## src/hw/rtl/adsr_pkg.sv

```systemverilog
package adsr_pkg;

    // field widths
    localparam int unsigned LEN_W  = 20;
    localparam int unsigned SUS_W  = 17;
    localparam int unsigned COEF_W = 16;
    localparam int unsigned GATE_W = 18;
    localparam int unsigned LVL_W  = 34;
    localparam int unsigned LEFT_W = 21;
    localparam int unsigned NUM_W  = 35;
    localparam int unsigned MA_W   = 35;
    localparam int unsigned MB_W   = 17;
    localparam int unsigned PROD_W = 52;
    localparam int unsigned WIDE_W = 37;

    // item kinds on the input tuser
    localparam logic [1:0] OP_TICK = 2'd0;
    localparam logic [1:0] OP_GATE = 2'd1;
    localparam logic [1:0] OP_BANG = 2'd2;

    // configuration register indexes
    localparam logic [3:0] REG_ATTACK_LEN   = 4'd0;
    localparam logic [3:0] REG_DECAY_LEN    = 4'd1;
    localparam logic [3:0] REG_RELEASE_LEN  = 4'd2;
    localparam logic [3:0] REG_SUSTAIN      = 4'd3;
    localparam logic [3:0] REG_LOG_MODE     = 4'd4;
    localparam logic [3:0] REG_ATTACK_COEF  = 4'd5;
    localparam logic [3:0] REG_DECAY_COEF   = 4'd6;
    localparam logic [3:0] REG_RELEASE_COEF = 4'd7;

    typedef logic signed [LVL_W-1:0]  t_lvl;
    typedef logic signed [GATE_W-1:0] t_gate;
    typedef logic signed [NUM_W-1:0]  t_num;

    // per-channel stored state
    typedef struct packed {
        t_lvl              lvl;
        t_gate             tgt;
        t_lvl              inc;
        logic [LEFT_W-1:0] left;
    } t_chan_st;

    // clamp a wide value to the level range
    function automatic t_lvl sat_lvl(input logic signed [WIDE_W-1:0] v);
        logic signed [WIDE_W-1:0] hi;
        logic signed [WIDE_W-1:0] lo;
        hi = WIDE_W'(signed'({1'b0, {(LVL_W-1){1'b1}}}));
        lo = -hi - WIDE_W'(1);
        if (v > hi) begin
            return t_lvl'(hi);
        end else if (v < lo) begin
            return t_lvl'(lo);
        end
        return v[LVL_W-1:0];
    endfunction

endpackage

```

## src/hw/rtl/adsr_envelope_generator_core.sv

```systemverilog
// multichannel adsr envelope generator
// input stream: tuser carries the item kind (tick, control gate, bang); tdata carries
// channel, signed q2.16 gate level and the retrigger flag. output stream: tdata carries
// channel, signed q2.16 level, active and active-changed; tuser is the sample flag
// (0 for a status-only result from a control item).
// configuration: write channel with register index and data, always ready; write only
// while the block is idle.
// a control item gives a status result only when it wakes channel zero. a tick gives its
// result through these steps in order: a state read, an optional bit-serial divide for
// a new segment, a serial multiply for the sustain level, then a second divide (linear
// decay) or multiply (exponential step), a saturating add and a write-back.
// one item is in work at a time; the next item is taken once the result sits in the
// output register, which holds it while the receiver stalls.
// reset clears configuration to defaults, all channel state to zero (through per-channel
// valid bits) and the output register's valid flag.
module adsr_envelope_generator_core #(
    parameter int CHANNELS = 16
) (
    input  logic        i_clk,
    input  logic        i_rst_n,
    // input item stream
    input  logic        i_s_tvalid,
    output logic        o_s_tready,
    input  logic [23:0] i_s_tdata,   // channel[3:0], gate_level[21:4], retrig[22], zero
    input  logic [1:0]  i_s_tuser,   // op[1:0]
    // result stream
    output logic        o_m_tvalid,
    input  logic        i_m_tready,
    output logic [23:0] o_m_tdata,   // out_channel[3:0], level[21:4], active[22],
                                     // active_changed[23]
    output logic        o_m_tuser,   // sample_valid[0]
    // configuration writes
    input  logic        i_cfg_valid,
    output logic        o_cfg_ready,
    input  logic [3:0]  i_cfg_index,
    input  logic [19:0] i_cfg_data
);

    localparam int unsigned AW = (CHANNELS > 1) ? $clog2(CHANNELS) : 1;
    localparam int unsigned LW = adsr_pkg::LEN_W;
    localparam int unsigned FW = adsr_pkg::LEFT_W;
    localparam int unsigned NW = adsr_pkg::NUM_W;
    localparam int unsigned WW = adsr_pkg::WIDE_W;

    localparam logic [3:0] S_IDLE = 4'd0;
    localparam logic [3:0] S_RD   = 4'd1;
    localparam logic [3:0] S_LD   = 4'd2;
    localparam logic [3:0] S_EV   = 4'd3;
    localparam logic [3:0] S_DIV1 = 4'd4;
    localparam logic [3:0] S_MSQ  = 4'd5;
    localparam logic [3:0] S_WSQ  = 4'd6;
    localparam logic [3:0] S_STEP = 4'd7;
    localparam logic [3:0] S_DIV2 = 4'd8;
    localparam logic [3:0] S_WMUL = 4'd9;
    localparam logic [3:0] S_ADD  = 4'd10;
    localparam logic [3:0] S_WB   = 4'd11;
    localparam logic [3:0] S_OUT  = 4'd12;

    // configuration registers
    logic [LW-1:0]                   r_alen, r_dlen, r_rlen;
    logic [adsr_pkg::SUS_W-1:0]      r_sus;
    logic                            r_log;
    logic [adsr_pkg::COEF_W-1:0]     r_acoef, r_dcoef, r_rcoef;

    // control state
    logic [3:0]                      r_state;
    adsr_pkg::t_gate                 r_cg;
    adsr_pkg::t_gate                 r_lnz;
    logic                            r_pend;
    logic [CHANNELS-1:0]             r_vld;
    logic [CHANNELS-1:0]             r_gopen;
    logic [CHANNELS-1:0]             r_act;

    // item in work
    logic [AW-1:0]                   r_addr;
    logic [3:0]                      r_ch;
    adsr_pkg::t_gate                 r_g;
    logic                            r_rt;
    logic                            r_was;
    adsr_pkg::t_lvl                  r_lvl;
    adsr_pkg::t_gate                 r_tgt;
    adsr_pkg::t_lvl                  r_inc;
    logic [FW-1:0]                   r_left;
    adsr_pkg::t_lvl                  r_sq;
    adsr_pkg::t_lvl                  r_goal;

    // state memory
    adsr_pkg::t_chan_st              mem [CHANNELS];
    adsr_pkg::t_chan_st              r_rdata;

    // result staging and output register
    logic [23:0]                     r_res;
    logic                            r_res_sv;
    logic                            r_ovld;
    logic [23:0]                     r_odata;
    logic                            r_ouser;

    // serial units
    logic                            r_dstart;
    adsr_pkg::t_num                  r_dnum;
    logic [LW-1:0]                   r_dden;
    logic                            div_done;
    adsr_pkg::t_lvl                  div_quo;
    logic                            r_mstart;
    logic signed [adsr_pkg::MA_W-1:0] r_ma;
    logic [adsr_pkg::MB_W-1:0]       r_mb;
    logic                            mul_done;
    logic signed [adsr_pkg::PROD_W-1:0] mul_prod;

    // decoded input and derived config
    logic [3:0]                      in_ch;
    adsr_pkg::t_gate                 in_g;
    logic                            in_acc;
    logic [LW-1:0]                   na, nd, nr;
    logic [adsr_pkg::SUS_W-1:0]      sus;
    logic                            gopen_cur;
    logic                            open_now;
    adsr_pkg::t_gate                 tsel;
    adsr_pkg::t_num                  att_num;
    adsr_pkg::t_lvl                  tq;
    logic                            in_decay;
    logic signed [WW-1:0]            exp_sh;
    logic signed [NW:0]              out_rnd;
    logic [17:0]                     out_lvl;

    assign in_ch  = i_s_tdata[3:0];
    assign in_g   = i_s_tdata[21:4];
    assign in_acc = i_s_tvalid && o_s_tready;

    assign na  = (r_alen == '0) ? LW'(1) : r_alen;
    assign nd  = (r_dlen == '0) ? LW'(1) : r_dlen;
    assign nr  = (r_rlen == '0) ? LW'(1) : r_rlen;
    assign sus = (r_sus > adsr_pkg::SUS_W'(65536)) ? adsr_pkg::SUS_W'(65536) : r_sus;

    // segment event terms
    assign gopen_cur = r_gopen[r_addr];
    assign open_now  = (r_g != '0) || (r_cg != '0);
    always_comb begin
        if (r_pend) begin
            tsel = r_cg;
        end else if (open_now != gopen_cur) begin
            tsel = (r_cg != '0) ? r_cg : r_g;
        end else begin
            tsel = r_tgt;
        end
    end
    assign att_num  = NW'(signed'({tsel, 16'd0})) - NW'(r_lvl);
    assign tq       = signed'({r_tgt, 16'd0});
    assign in_decay = r_left <= {1'b0, nd};

    // exponential step: goal + round((level - goal) * coef / 65536)
    assign exp_sh  = WW'((mul_prod + adsr_pkg::PROD_W'(32768)) >>> 16);

    // output rounding and clamp
    assign out_rnd = ((NW+1)'(r_lvl) + (NW+1)'(32768)) >>> 16;
    always_comb begin
        if (out_rnd > (NW+1)'(131071)) begin
            out_lvl = 18'h1FFFF;
        end else if (out_rnd < -(NW+1)'(131072)) begin
            out_lvl = 18'h20000;
        end else begin
            out_lvl = out_rnd[17:0];
        end
    end

    // configuration writes
    always_ff @(posedge i_clk) begin
        if (!i_rst_n) begin
            r_alen  <= LW'(480);
            r_dlen  <= LW'(480);
            r_rlen  <= LW'(480);
            r_sus   <= adsr_pkg::SUS_W'(65536);
            r_log   <= 1'b1;
            r_acoef <= adsr_pkg::COEF_W'(64599);
            r_dcoef <= adsr_pkg::COEF_W'(64599);
            r_rcoef <= adsr_pkg::COEF_W'(64599);
        end else if (i_cfg_valid) begin
            unique case (i_cfg_index)
                adsr_pkg::REG_ATTACK_LEN:   r_alen  <= i_cfg_data;
                adsr_pkg::REG_DECAY_LEN:    r_dlen  <= i_cfg_data;
                adsr_pkg::REG_RELEASE_LEN:  r_rlen  <= i_cfg_data;
                adsr_pkg::REG_SUSTAIN:      r_sus   <= i_cfg_data[adsr_pkg::SUS_W-1:0];
                adsr_pkg::REG_LOG_MODE:     r_log   <= i_cfg_data[0];
                adsr_pkg::REG_ATTACK_COEF:  r_acoef <= i_cfg_data[adsr_pkg::COEF_W-1:0];
                adsr_pkg::REG_DECAY_COEF:   r_dcoef <= i_cfg_data[adsr_pkg::COEF_W-1:0];
                adsr_pkg::REG_RELEASE_COEF: r_rcoef <= i_cfg_data[adsr_pkg::COEF_W-1:0];
                default: ;
            endcase
        end
    end

    // channel state memory
    always_ff @(posedge i_clk) begin
        r_rdata <= mem[r_addr];
        if (r_state == S_WB) begin
            mem[r_addr] <= '{lvl: r_lvl, tgt: r_tgt, inc: r_inc, left: r_left};
        end
    end

    // sequencer
    always_ff @(posedge i_clk) begin
        if (!i_rst_n) begin
            r_state  <= S_IDLE;
            r_cg     <= '0;
            r_lnz    <= adsr_pkg::GATE_W'(65536);
            r_pend   <= 1'b0;
            r_vld    <= '0;
            r_gopen  <= '0;
            r_act    <= '0;
            r_dstart <= 1'b0;
            r_mstart <= 1'b0;
            r_ovld   <= 1'b0;
        end else begin
            r_dstart <= 1'b0;
            r_mstart <= 1'b0;
            if (r_ovld && i_m_tready) begin
                r_ovld <= 1'b0;
            end
            unique case (r_state)
                S_IDLE: begin
                    if (in_acc) begin
                        r_ch   <= in_ch;
                        r_g    <= in_g;
                        r_rt   <= i_s_tdata[22];
                        r_addr <= AW'(in_ch);
                        if ((i_s_tuser == adsr_pkg::OP_GATE && in_g != '0)
                                || i_s_tuser == adsr_pkg::OP_BANG) begin
                            if (i_s_tuser == adsr_pkg::OP_GATE) begin
                                r_cg  <= in_g;
                                r_lnz <= in_g;
                            end else begin
                                r_cg <= r_lnz;
                            end
                            // trigger on channel zero
                            if (!r_act[0]) begin
                                r_act[0] <= 1'b1;
                                r_res    <= {2'b11, 22'd0};
                                r_res_sv <= 1'b0;
                                r_state  <= S_OUT;
                            end else begin
                                r_pend <= 1'b1;
                            end
                        end else if (i_s_tuser == adsr_pkg::OP_GATE) begin
                            r_cg <= '0;
                        end else if (i_s_tuser == adsr_pkg::OP_TICK
                                && 32'(in_ch) < CHANNELS) begin
                            r_state <= S_RD;
                        end
                    end
                end
                S_RD: begin
                    r_state <= S_LD;
                end
                S_LD: begin
                    r_was <= r_act[r_addr];
                    if (r_vld[r_addr]) begin
                        r_lvl  <= r_rdata.lvl;
                        r_tgt  <= r_rdata.tgt;
                        r_inc  <= r_rdata.inc;
                        r_left <= r_rdata.left;
                    end else begin
                        r_lvl  <= '0;
                        r_tgt  <= '0;
                        r_inc  <= '0;
                        r_left <= '0;
                    end
                    r_state <= S_EV;
                end
                S_EV: begin
                    r_tgt   <= tsel;
                    r_state <= S_MSQ;
                    // retrigger, gate change or audio retrigger start a segment
                    if (r_pend || (open_now == gopen_cur && gopen_cur && r_rt)
                            || (open_now != gopen_cur && open_now)) begin
                        r_pend          <= 1'b0;
                        r_gopen[r_addr] <= 1'b1;
                        if (!r_pend) begin
                            r_act[r_addr] <= r_act[r_addr] | (open_now != gopen_cur);
                        end
                        r_dnum   <= att_num;
                        r_dden   <= na;
                        r_left   <= FW'(na) + FW'(nd);
                        r_dstart <= 1'b1;
                        r_state  <= S_DIV1;
                    end else if (open_now != gopen_cur) begin
                        r_gopen[r_addr] <= 1'b0;
                        r_dnum   <= -NW'(r_lvl);
                        r_dden   <= nr;
                        r_left   <= FW'(nr);
                        r_dstart <= 1'b1;
                        r_state  <= S_DIV1;
                    end
                end
                S_DIV1: begin
                    if (div_done) begin
                        r_inc   <= div_quo;
                        r_state <= S_MSQ;
                    end
                end
                S_MSQ: begin
                    r_ma     <= adsr_pkg::MA_W'(r_tgt);
                    r_mb     <= sus;
                    r_mstart <= 1'b1;
                    r_state  <= S_WSQ;
                end
                S_WSQ: begin
                    if (mul_done) begin
                        r_sq    <= mul_prod[adsr_pkg::LVL_W-1:0];
                        r_state <= S_STEP;
                    end
                end
                S_STEP: begin
                    if (r_left != '0) begin
                        r_left <= r_left - FW'(1);
                        if (gopen_cur && !r_log) begin
                            if (in_decay) begin
                                r_dnum   <= NW'(r_sq) - NW'(tq);
                                r_dden   <= nd;
                                r_dstart <= 1'b1;
                                r_state  <= S_DIV2;
                            end else begin
                                r_state <= S_ADD;
                            end
                        end else if (!r_log) begin
                            r_state <= S_ADD;
                        end else begin
                            // exponential segment toward its goal
                            if (gopen_cur && in_decay) begin
                                r_goal <= r_sq;
                                r_ma   <= adsr_pkg::MA_W'(r_lvl) - adsr_pkg::MA_W'(r_sq);
                                r_mb   <= adsr_pkg::MB_W'(r_dcoef);
                            end else begin
                                r_goal <= tq;
                                r_ma   <= adsr_pkg::MA_W'(r_lvl) - adsr_pkg::MA_W'(tq);
                                r_mb   <= gopen_cur ? adsr_pkg::MB_W'(r_acoef)
                                                    : adsr_pkg::MB_W'(r_rcoef);
                            end
                            r_mstart <= 1'b1;
                            r_state  <= S_WMUL;
                        end
                    end else if (gopen_cur) begin
                        r_lvl   <= r_sq;
                        r_state <= S_WB;
                    end else begin
                        r_act[r_addr] <= 1'b0;
                        r_lvl         <= '0;
                        r_state       <= S_WB;
                    end
                end
                S_DIV2: begin
                    if (div_done) begin
                        r_inc   <= div_quo;
                        r_state <= S_ADD;
                    end
                end
                S_ADD: begin
                    r_lvl   <= adsr_pkg::sat_lvl(WW'(r_lvl) + WW'(r_inc));
                    r_state <= S_WB;
                end
                S_WMUL: begin
                    if (mul_done) begin
                        r_lvl   <= adsr_pkg::sat_lvl(exp_sh + WW'(r_goal));
                        r_state <= S_WB;
                    end
                end
                S_WB: begin
                    r_vld[r_addr] <= 1'b1;
                    r_res    <= {r_act[r_addr] != r_was, r_act[r_addr], out_lvl, r_ch};
                    r_res_sv <= 1'b1;
                    r_state  <= S_OUT;
                end
                S_OUT: begin
                    // load the output register once it is free
                    if (!r_ovld || i_m_tready) begin
                        r_ovld  <= 1'b1;
                        r_odata <= r_res;
                        r_ouser <= r_res_sv;
                        r_state <= S_IDLE;
                    end
                end
                default: begin
                    r_state <= S_IDLE;
                end
            endcase
        end
    end

    adsr_div u_div (
        .i_clk   (i_clk),
        .i_rst_n (i_rst_n),
        .i_start (r_dstart),
        .i_num   (r_dnum),
        .i_den   (r_dden),
        .o_done  (div_done),
        .o_quo   (div_quo)
    );

    adsr_mul u_mul (
        .i_clk   (i_clk),
        .i_rst_n (i_rst_n),
        .i_start (r_mstart),
        .i_a     (r_ma),
        .i_b     (r_mb),
        .o_done  (mul_done),
        .o_prod  (mul_prod)
    );

    assign o_s_tready  = (r_state == S_IDLE);
    assign o_m_tvalid  = r_ovld;
    assign o_m_tdata   = r_odata;
    assign o_m_tuser   = r_ouser;
    assign o_cfg_ready = 1'b1;

    // a status-only result is always channel zero turning active
    a_status_only: assert property (@(posedge i_clk) disable iff (!i_rst_n)
        (o_m_tvalid && !o_m_tuser) |-> (o_m_tdata[23:22] == 2'b11 && o_m_tdata[3:0] == 4'd0))
        else $error("status result malformed");

    // the two serial units never finish together
    a_units_apart: assert property (@(posedge i_clk) disable iff (!i_rst_n)
        !(div_done && mul_done))
        else $error("divider and multiplier overlap");

    // the divider only finishes while the sequencer waits for it
    a_wait_state: assert property (@(posedge i_clk) disable iff (!i_rst_n)
        div_done |-> (r_state == S_DIV1 || r_state == S_DIV2))
        else $error("divider result not awaited");

endmodule

```

## src/hw/rtl/adsr_div.sv

```systemverilog
module adsr_div (
    input  logic                     i_clk,
    input  logic                     i_rst_n,
    input  logic                     i_start,
    input  adsr_pkg::t_num           i_num,
    input  logic [adsr_pkg::LEN_W-1:0] i_den,
    output logic                     o_done,
    output adsr_pkg::t_lvl           o_quo
);

    localparam int unsigned NW = adsr_pkg::NUM_W;
    localparam int unsigned DW = adsr_pkg::LEN_W;

    logic          r_busy;
    logic          r_done;
    logic [5:0]    r_cnt;
    logic [DW-1:0] r_rem;
    logic [NW-1:0] r_sh;
    logic [DW-1:0] r_den;
    logic          r_neg;
    logic [DW:0]   trial;
    logic          fits;
    logic signed [adsr_pkg::WIDE_W-1:0] q_wide;

    // one quotient bit per cycle, restoring
    assign trial = {r_rem, r_sh[NW-1]};
    assign fits  = trial >= {1'b0, r_den};

    always_ff @(posedge i_clk) begin
        if (!i_rst_n) begin
            r_busy <= 1'b0;
            r_done <= 1'b0;
            r_cnt  <= '0;
        end else begin
            r_done <= 1'b0;
            if (i_start) begin
                r_busy <= 1'b1;
                r_cnt  <= 6'(NW);
            end else if (r_busy) begin
                r_cnt <= r_cnt - 6'd1;
                if (r_cnt == 6'd1) begin
                    r_busy <= 1'b0;
                    r_done <= 1'b1;
                end
            end
        end
    end

    // magnitude shift register and remainder
    always_ff @(posedge i_clk) begin
        if (i_start) begin
            r_rem <= '0;
            r_sh  <= i_num[NW-1] ? NW'(-i_num) : NW'(i_num);
            r_neg <= i_num[NW-1];
            r_den <= i_den;
        end else if (r_busy) begin
            r_rem <= fits ? DW'(trial - {1'b0, r_den}) : trial[DW-1:0];
            r_sh  <= {r_sh[NW-2:0], fits};
        end
    end

    // sign and clamp of the quotient
    assign q_wide = r_neg ? -signed'({2'b00, r_sh}) : signed'({2'b00, r_sh});
    assign o_quo  = adsr_pkg::sat_lvl(q_wide);
    assign o_done = r_done;

endmodule

```

## src/hw/rtl/adsr_mul.sv

```systemverilog
module adsr_mul (
    input  logic                                i_clk,
    input  logic                                i_rst_n,
    input  logic                                i_start,
    input  logic signed [adsr_pkg::MA_W-1:0]    i_a,
    input  logic [adsr_pkg::MB_W-1:0]           i_b,
    output logic                                o_done,
    output logic signed [adsr_pkg::PROD_W-1:0]  o_prod
);

    localparam int unsigned PW = adsr_pkg::PROD_W;
    localparam int unsigned BW = adsr_pkg::MB_W;

    logic                                r_busy;
    logic                                r_done;
    logic [4:0]                          r_cnt;
    logic signed [adsr_pkg::MA_W-1:0]    r_a;
    logic [BW-1:0]                       r_b;
    logic signed [PW-1:0]                r_acc;

    always_ff @(posedge i_clk) begin
        if (!i_rst_n) begin
            r_busy <= 1'b0;
            r_done <= 1'b0;
            r_cnt  <= '0;
        end else begin
            r_done <= 1'b0;
            if (i_start) begin
                r_busy <= 1'b1;
                r_cnt  <= 5'(BW);
            end else if (r_busy) begin
                r_cnt <= r_cnt - 5'd1;
                if (r_cnt == 5'd1) begin
                    r_busy <= 1'b0;
                    r_done <= 1'b1;
                end
            end
        end
    end

    // shift-add, multiplier bits from the top down
    always_ff @(posedge i_clk) begin
        if (i_start) begin
            r_a   <= i_a;
            r_b   <= i_b;
            r_acc <= '0;
        end else if (r_busy) begin
            r_acc <= (r_acc <<< 1) + (r_b[BW-1] ? PW'(r_a) : PW'(0));
            r_b   <= {r_b[BW-2:0], 1'b0};
        end
    end

    assign o_done = r_done;
    assign o_prod = r_acc;

endmodule

```

## config.mk

```make
export PLATFORM = sky130hd
export DESIGN_NAME = adsr_envelope_generator_core
export DESIGN_NICKNAME = d
export VERILOG_FILES = /design/src/hw/rtl/adsr_pkg.sv /design/src/hw/rtl/adsr_envelope_generator_core.sv /design/src/hw/rtl/adsr_div.sv /design/src/hw/rtl/adsr_mul.sv
export SDC_FILE = /design/constraint.sdc
export NUM_CORES = 2
export LEC_CHECK = 0
export BUFFER_PORTS_ARGS = -buffer_cell sky130_fd_sc_hd__buf_2
export CORE_ASPECT_RATIO = 0.9
export CORE_UTILIZATION = 35
export CTS_CLUSTER_SIZE = 30
export DETAILED_ROUTE_END_ITERATION = 16
export GPL_TIMING_DRIVEN = 0
export RECOVER_POWER = 25
export SLEW_MARGIN = 20
export SYNTH_ARGS = -nofsm -noshare
export SYNTH_HDL_FRONTEND = slang
export SYNTH_SLANG_ARGS = --single-unit
```

## constraint.sdc

```tcl
create_clock -name i_clk -period 13.49 [get_ports i_clk]
set_input_delay 0.6745 -clock i_clk [delete_from_list [all_inputs] [get_ports i_clk]]
set_output_delay 0.6745 -clock i_clk [all_outputs]
set_load 0.005 [all_outputs]
```

---- After elaboration in Yosys (flattened, before gate mapping) ----
Memories as Yosys holds them, arrays and structs flattened. A register that Yosys moved wholly into a read port is not among the register bits.
Cells that the tools add are included.
storage, ports and cells
  memory bits (writable) .................. 1712
  input port bits ......................... 55
  memories kept ........................... 1
  word-level logic and storage cells ...... 369
  output and inout bits ................... 28
  flip-flop bits (word level) ............. 769
memories
  name  words  bits a word  rd ports  clocked after memory_dff  wr ports  line                                text
  mem   16     107          1         1                         1         adsr_envelope_generator_core.sv:88  adsr_pkg::t_chan_st mem [CHANNELS];
operators by class
  order comparisons ....................... 13
  $add $sub $neg .......................... 17
  bitwise operators ....................... 10
  reductions and logical operators ........ 71
  equality and inequality tests ........... 49
  mux-type cells .......................... 155
operators with widths
  kind                                                                     number
  34-bit two-way mux                                                       16
  35-bit two-way mux                                                       12
  20-bit two-way mux                                                       9
  18-bit two-way mux                                                       9
  35-bit case mux with 2 select lines                                      2
  34-bit by 34-bit subtractor with 35-bit output                           4
  34-bit case mux with 4 select lines                                      1
  16-bit two-way mux                                                       8
  17-bit two-way mux                                                       6
  21-bit two-way mux                                                       4
  37-bit by 34-bit > comparator with 1-bit output (second input constant)  2
  37-bit by 34-bit < comparator with 1-bit output (second input constant)  2
  24-bit two-way mux                                                       3
  34-bit case mux with 2 select lines                                      1
  21-bit case mux with 3 select lines                                      1
  20-bit zero test                                                         3
  18-bit nonzero test                                                      3
  52-bit by 17-bit adder with 52-bit output (second input constant)        1
  52-bit adder                                                             1
  52-bit two-way mux                                                       1
  4-bit case mux with 13 select lines                                      1
  4-bit two-way mux                                                        12
  24-bit case mux with 2 select lines                                      1
  1-bit two-way mux                                                        47
  71 further kinds                                                         165

---- Logic depth before layout (Yosys ltp) ----
  depth after elaboration ................. 11
  mapped depth ............................ 23
  mapped depth without buffers ............ 21

---- By module ----
A second synthesis with hierarchy kept.
unflattened totals
  cell total of the unflattened synthesis .. 8004
  area total of the unflattened synthesis .. 115311.8 µm²
modules (own cells, without submodules)
  module                        instances  cells an instance  sequential area each (µm²)  area an instance (µm²)
  adsr_envelope_generator_core  1          6570               68605.8                     102276.8
  adsr_mul                      1          768                2742.6                      7186.9
  adsr_div                      1          666                2242.2                      5848.1

---- Least setup slack after synthesis ----
No wires, ideal clock.
  kind .................................... reg2reg
  start point ............................. register r_ch[0] (netlist name)
  end point ............................... memory mem[13][0] (netlist name) (enable)
  stages on the path, launching flop included .. 8
  setup time .............................. 0.576 ns
  clock period less this slack ............ 7.307 ns
  arrival time ............................ 6.731 ns
  path slack .............................. 6.183 ns
  data required time ...................... 12.914 ns
  buffers on the path ..................... 4
  cell sequence ........................... edfxtp_1 > buf_2 > clkbuf_1 > clkbuf_1 > clkbuf_1 > nor2b_1 > nand3_1 > nor2_1
RTL lines
  item           line
  end, declared  adsr_envelope_generator_core.sv:88

---- Final worst setup path ----
  start point ............................. register r_cg[2]
  end point ............................... register r_dnum[33], data pin
between the ends
  word-level cells in the longest chain between the ends .. 9
  elaborated cells between the ends (all ways) .. 15
  classes of those cells .................. 1 x add/sub; 2 x eq/ne; 5 x mux; 7 x reduce/logical
RTL lines
  item                                                                                    line                                 text
  start, declared                                                                         adsr_envelope_generator_core.sv:67   adsr_pkg::t_gate r_cg;
  start signal, assigned                                                                  adsr_envelope_generator_core.sv:229  r_cg <= in_g;
  start signal, assigned                                                                  adsr_envelope_generator_core.sv:232  r_cg <= r_lnz;
  branches (longest 7 deep; another with 34-bit by 34-bit subtractor with 35-bit output)  n/a
  35-bit two-way mux (*)                                                                  adsr_envelope_generator_core.sv:273  if (r_pend || (open_now == gopen_cur && gopen_cur && r_rt)
  35-bit case mux with 2 select lines (*)                                                 adsr_envelope_generator_core.sv:219  unique case (r_state)
  end signal, assigned                                                                    adsr_envelope_generator_core.sv:280  r_dnum <= att_num;
  end signal, assigned                                                                    adsr_envelope_generator_core.sv:287  r_dnum <= -NW'(r_lvl);
  end signal, assigned                                                                    adsr_envelope_generator_core.sv:317  r_dnum <= NW'(r_sq) - NW'(tq);
  end, declared                                                                           adsr_envelope_generator_core.sv:100  adsr_pkg::t_num r_dnum;
Mark *: on every way between the ends.
A chain may end at the register's enable or synchronous reset.

==> flow_metrics.env <==
export IMPL_avgSynthCellArea_sq_um=14.6
export IMPL_worst_pin_slew_ns=1.86
export IMPL_skew_ns=0.0709
export IMPL_async_flop_share=0
export IMPL_synth_area_sq_um=114000
export IMPL_die_h_um=544
export IMPL_postLayoutCellArea_sq_um=132000
export IMPL_regArea_sq_um=73600
export IMPL_dp_cells=12400
export IMPL_start_kind="flip-flop"
export IMPL_path_delay_family="compound AO/OA/AOI/OAI gates"
export IMPL_place_ws_ns=5.05
export IMPL_ys_top_cells_by_count="edfxtp_1 (2176), nand2_1 (603), mux4_2 (550)"
export IMPL_synth_seq_area_share=0.644
export IMPL_numCtsBuffers=248
export IMPL_power_mw=20.8
export IMPL_syn_nets=8178
export IMPL_report_final_slew_viol_count=33
export IMPL_finalCriticalPeriod_ns=8.67
export IMPL_initial_core_util=0.353
export IMPL_place_congestion=0.951
export IMPL_cts_root_buf="clkbuf_16"
export IMPL_synth_top_area_cell="edfxtp_1"
export IMPL_peakVddDrop_mv=0.116
export IMPL_syn_to_final_growth_pct=15.3
export IMPL_path_buf_inv=2
export IMPL_ys_ff_latch=2588
export IMPL_die_w_um=605
export IMPL_yosys_area_top_type_share=0.571
export IMPL_io_pins=83
export IMPL_vias=73100
export IMPL_synth_distinct_cells=93
export IMPL_synth_area_top_cells="edfxtp_1 (57%), mux4_2 (11%), dfxtp_1 (7.2%), ha_1 (3.1%), nand2_1 (2.0%)"
export IMPL_setup_viol=0
export IMPL_violations="capacitance limit, slew limit"
export IMPL_wl_per_cell_um=28.5
export IMPL_postRouteAntennaNets=0
export IMPL_clockBufferDepth=4
export IMPL_cp_arrival_ns=9.18
export IMPL_yosys_warnings=0
export IMPL_max_slew_margin=-0.241
export IMPL_placeableCoreArea_sq_um=324000
export IMPL_nets=8665
export IMPL_synth_edf_count=2176
export IMPL_place_area_sq_um=124000
export IMPL_grt_pass1_wl_um=515000
export IMPL_drc=0
export IMPL_vias_per_cell=5.70
export IMPL_max_stage_delay_ns=0.89
export IMPL_hold_class="input pin to flip-flop"
export IMPL_power_leakage_nw=44.4
export IMPL_final_period_utilization=0.643
export IMPL_worstPathRequired_ns=14.00
export IMPL_multi_input_area_sq_um=38600
export IMPL_hold_ws_ns=0.0507
export IMPL_critPathSlowestCell="nor4_1"
export IMPL_dp_final_hpwl_um=267000
export IMPL_fill_cells=29500
export IMPL_outcome="complete, but fails checks"
export IMPL_grt_total_usage=0.218
export IMPL_numPortBuffers=79
export IMPL_cts_sinks=2588
export IMPL_crit_fanout=10
export IMPL_clock_latency_ns=0.94
export IMPL_wl_um=366000
export IMPL_path_class="flip-flop to flip-flop"
export IMPL_path_cells="or4_1, nor4_1, nand2_1, ha_1, clkbuf_1, clkbuf_1, a22oi_1, o21ai_0, ha_1, a21o_1, a221o_1, a21oi_1, o21ai_0, a211o_1, a21oi_1, o21ai_0, a41oi_1, mux2i_1, a2111oi_0, o21ai_0"
export IMPL_cts_tree="built"
export IMPL_grt_pass1_vias=70700
export IMPL_worstSetupEndpointType="flip-flop"
export IMPL_fmax_ghz=0.115
export IMPL_post_route_util=0.407
export IMPL_clkTransAtPathRegs_ns=0.06
export IMPL_syn_inst=7832
export IMPL_yosysMostFrequentCell="edfxtp_1"
export IMPL_grt_setup_unrepaired="false"
export IMPL_instances_no_fill=12800
export IMPL_final_hold_violation_count=0
export IMPL_dr_pass1_iters=6
export IMPL_grt_max_degree=36
export IMPL_die_area_sq_um=329000
export IMPL_grt_overflow=0
export IMPL_drv_cap=1
export IMPL_antenna_found_initial=24
export IMPL_htree_num_levels=4
export IMPL_cp_common_cell="o21ai_0"
export IMPL_synthFlopType="edfxtp_1"
export IMPL_power_density_nw_per_um2=158
export IMPL_setup_tns_ns=0
export IMPL_drt_iter0_drc=9408
export IMPL_row_count=198
export IMPL_setup_slack_ns=4.82
export IMPL_drive_gt1_frac=0.149
cells in the final DEF (no fill, tap or decap), types with 28 or more instances in the layout:
| cell type | synthesis | final |
|---|---|---|
| a211oi_1 | 71 | 71 |
| a21boi_0 | 98 | 98 |
| a21o_1 | 110 | 110 |
| a21oi_1 | 449 | 448 |
| a22o_1 | 39 | 39 |
| a22oi_1 | 51 | 51 |
| a31oi_1 | 61 | 61 |
| and2_1 | 69 | 69 |
| and3_1 | 38 | 36 |
| buf_12 | 0 | 77 |
| buf_16 | 0 | 56 |
| buf_2 | 5 | 74 |
| bufinv_16 | 0 | 29 |
| clkbuf_1 | 346 | 407 |
| clkbuf_16 | 0 | 250 |
| clkbuf_2 | 1 | 55 |
| clkinv_2 | 0 | 43 |
| dfxtp_1 | 412 | 412 |
| edfxtp_1 | 2176 | 2176 |
| ha_1 | 283 | 283 |
| inv_1 | 215 | 213 |
| mux2i_1 | 79 | 79 |
| mux4_2 | 550 | 550 |
| nand2_1 | 603 | 603 |
| nand2b_1 | 72 | 72 |
| nand3_1 | 156 | 156 |
| nand4_1 | 39 | 39 |
| nor2_1 | 417 | 399 |
| nor2b_1 | 98 | 97 |
| nor3_1 | 67 | 64 |
| nor4_1 | 50 | 50 |
| o21a_1 | 57 | 57 |
| o21ai_0 | 386 | 384 |
| o21bai_1 | 30 | 30 |
| o31ai_1 | 46 | 46 |
| or3_1 | 44 | 44 |
| or4_1 | 28 | 28 |
| xnor2_1 | 200 | 200 |
| xor2_1 | 124 | 124 |
worst reg2reg max path, cell delays in order, from the launching register on:
cell and delay (ns):
dfxtp_1 0.35, or4_1 0.50, nor4_1 0.89, nand2_1 0.42, ha_1 0.63, clkbuf_1 0.37
clkbuf_1 0.54, a22oi_1 0.18, o21ai_0 0.83, ha_1 0.45, a21o_1 0.21, a221o_1 0.36
a21oi_1 0.24, o21ai_0 0.17, a211o_1 0.32, a21oi_1 0.15, o21ai_0 0.18, a41oi_1 0.37
mux2i_1 0.12, a2111oi_0 0.55, o21ai_0 0.44
final timing paths:
kind                             start  slack [ns]  cells after the start                      end
hold / removal          i_cfg_data[17]        0.05                      3  r_rlen[17]$_SDFFE_PN0P_
hold reg to reg      r_ma[4]$_DFFE_PP_        0.40                      0   u_mul.r_a[4]$_DFFE_PP_
setup reg to reg  r_cg[2]$_SDFFE_PN0P_        4.82                     20     r_dnum[33]$_DFFE_PP_
setup / recovery  r_cg[2]$_SDFFE_PN0P_        4.82                     20     r_dnum[33]$_DFFE_PP_
routing by layer:
layer | wire length [um] | track usage
met2 | 164000 | 0.338
met3 | 35400 | 0.0460
met5 | 78 | 0.00102
met4 | 12600 | 0.0668
met1 | 155000 | 0.306
report_power, final:
group          switching, mW  leakage, nW  total (mW)  internal (mW)
combinational           2.44         17.3        3.96           1.52
sequential             0.562         23.0        9.73           9.17
clock                   3.06         3.98        7.12           4.06
registers in the layout, summed over array words and instances, names as in the netlist, 20 cells and up, named ones only:
register and flops:
r_goal 34, r_rdata 107, r_rlen 20, u_mul.o_prod 52, r_dden 20, r_sq 34, mem 1712, r_alen 20
r_ma 35, u_div.r_rem 20, u_div.r_sh 35, r_inc 34, r_dlen 20, u_mul.r_a 35, o_m_tdata 24, r_lvl 34
r_left 21, r_dnum 35, u_div.r_den 20, r_res 24
cells by family (layout without fill, tap and decap cells):
family | after synthesis | in the layout | share of synthesized area
multiplexers | 647 | 647 | 0.117
XOR/XNOR | 324 | 324 | 0.0248
buffers and inverters | 626 | 1318 | 0.0207
AND/OR/NAND/NOR | 1756 | 1756 | 0.0729
AO/OA/AOI/OAI | 1599 | 1599 | 0.0886
other | 1 | 8 | 0.0000328
adder cells (fa/ha/maj) | 291 | 291 | 0.0324
flip-flops | 2588 | 2588 | 0.644
area by class of cell:
type | count | area share
antenna | 7 | 0.000133
buffer | 409 | 0.0124
clock buffer | 335 | 0.0512
clock inverter | 120 | 0.0108
inverter | 217 | 0.00618
multi-input combinational | 4618 | 0.293
sequential | 2588 | 0.558
tap | 4300 | 0.0408
timing repair buffer | 237 | 0.0279
repair_timing:
item	in CTS	in global routing
hold endpoints to repair	1	0
hold buffers	1	0
gates resized for setup	0	0
setup buffers	0	0
Power figures use the tool's default switching activity.
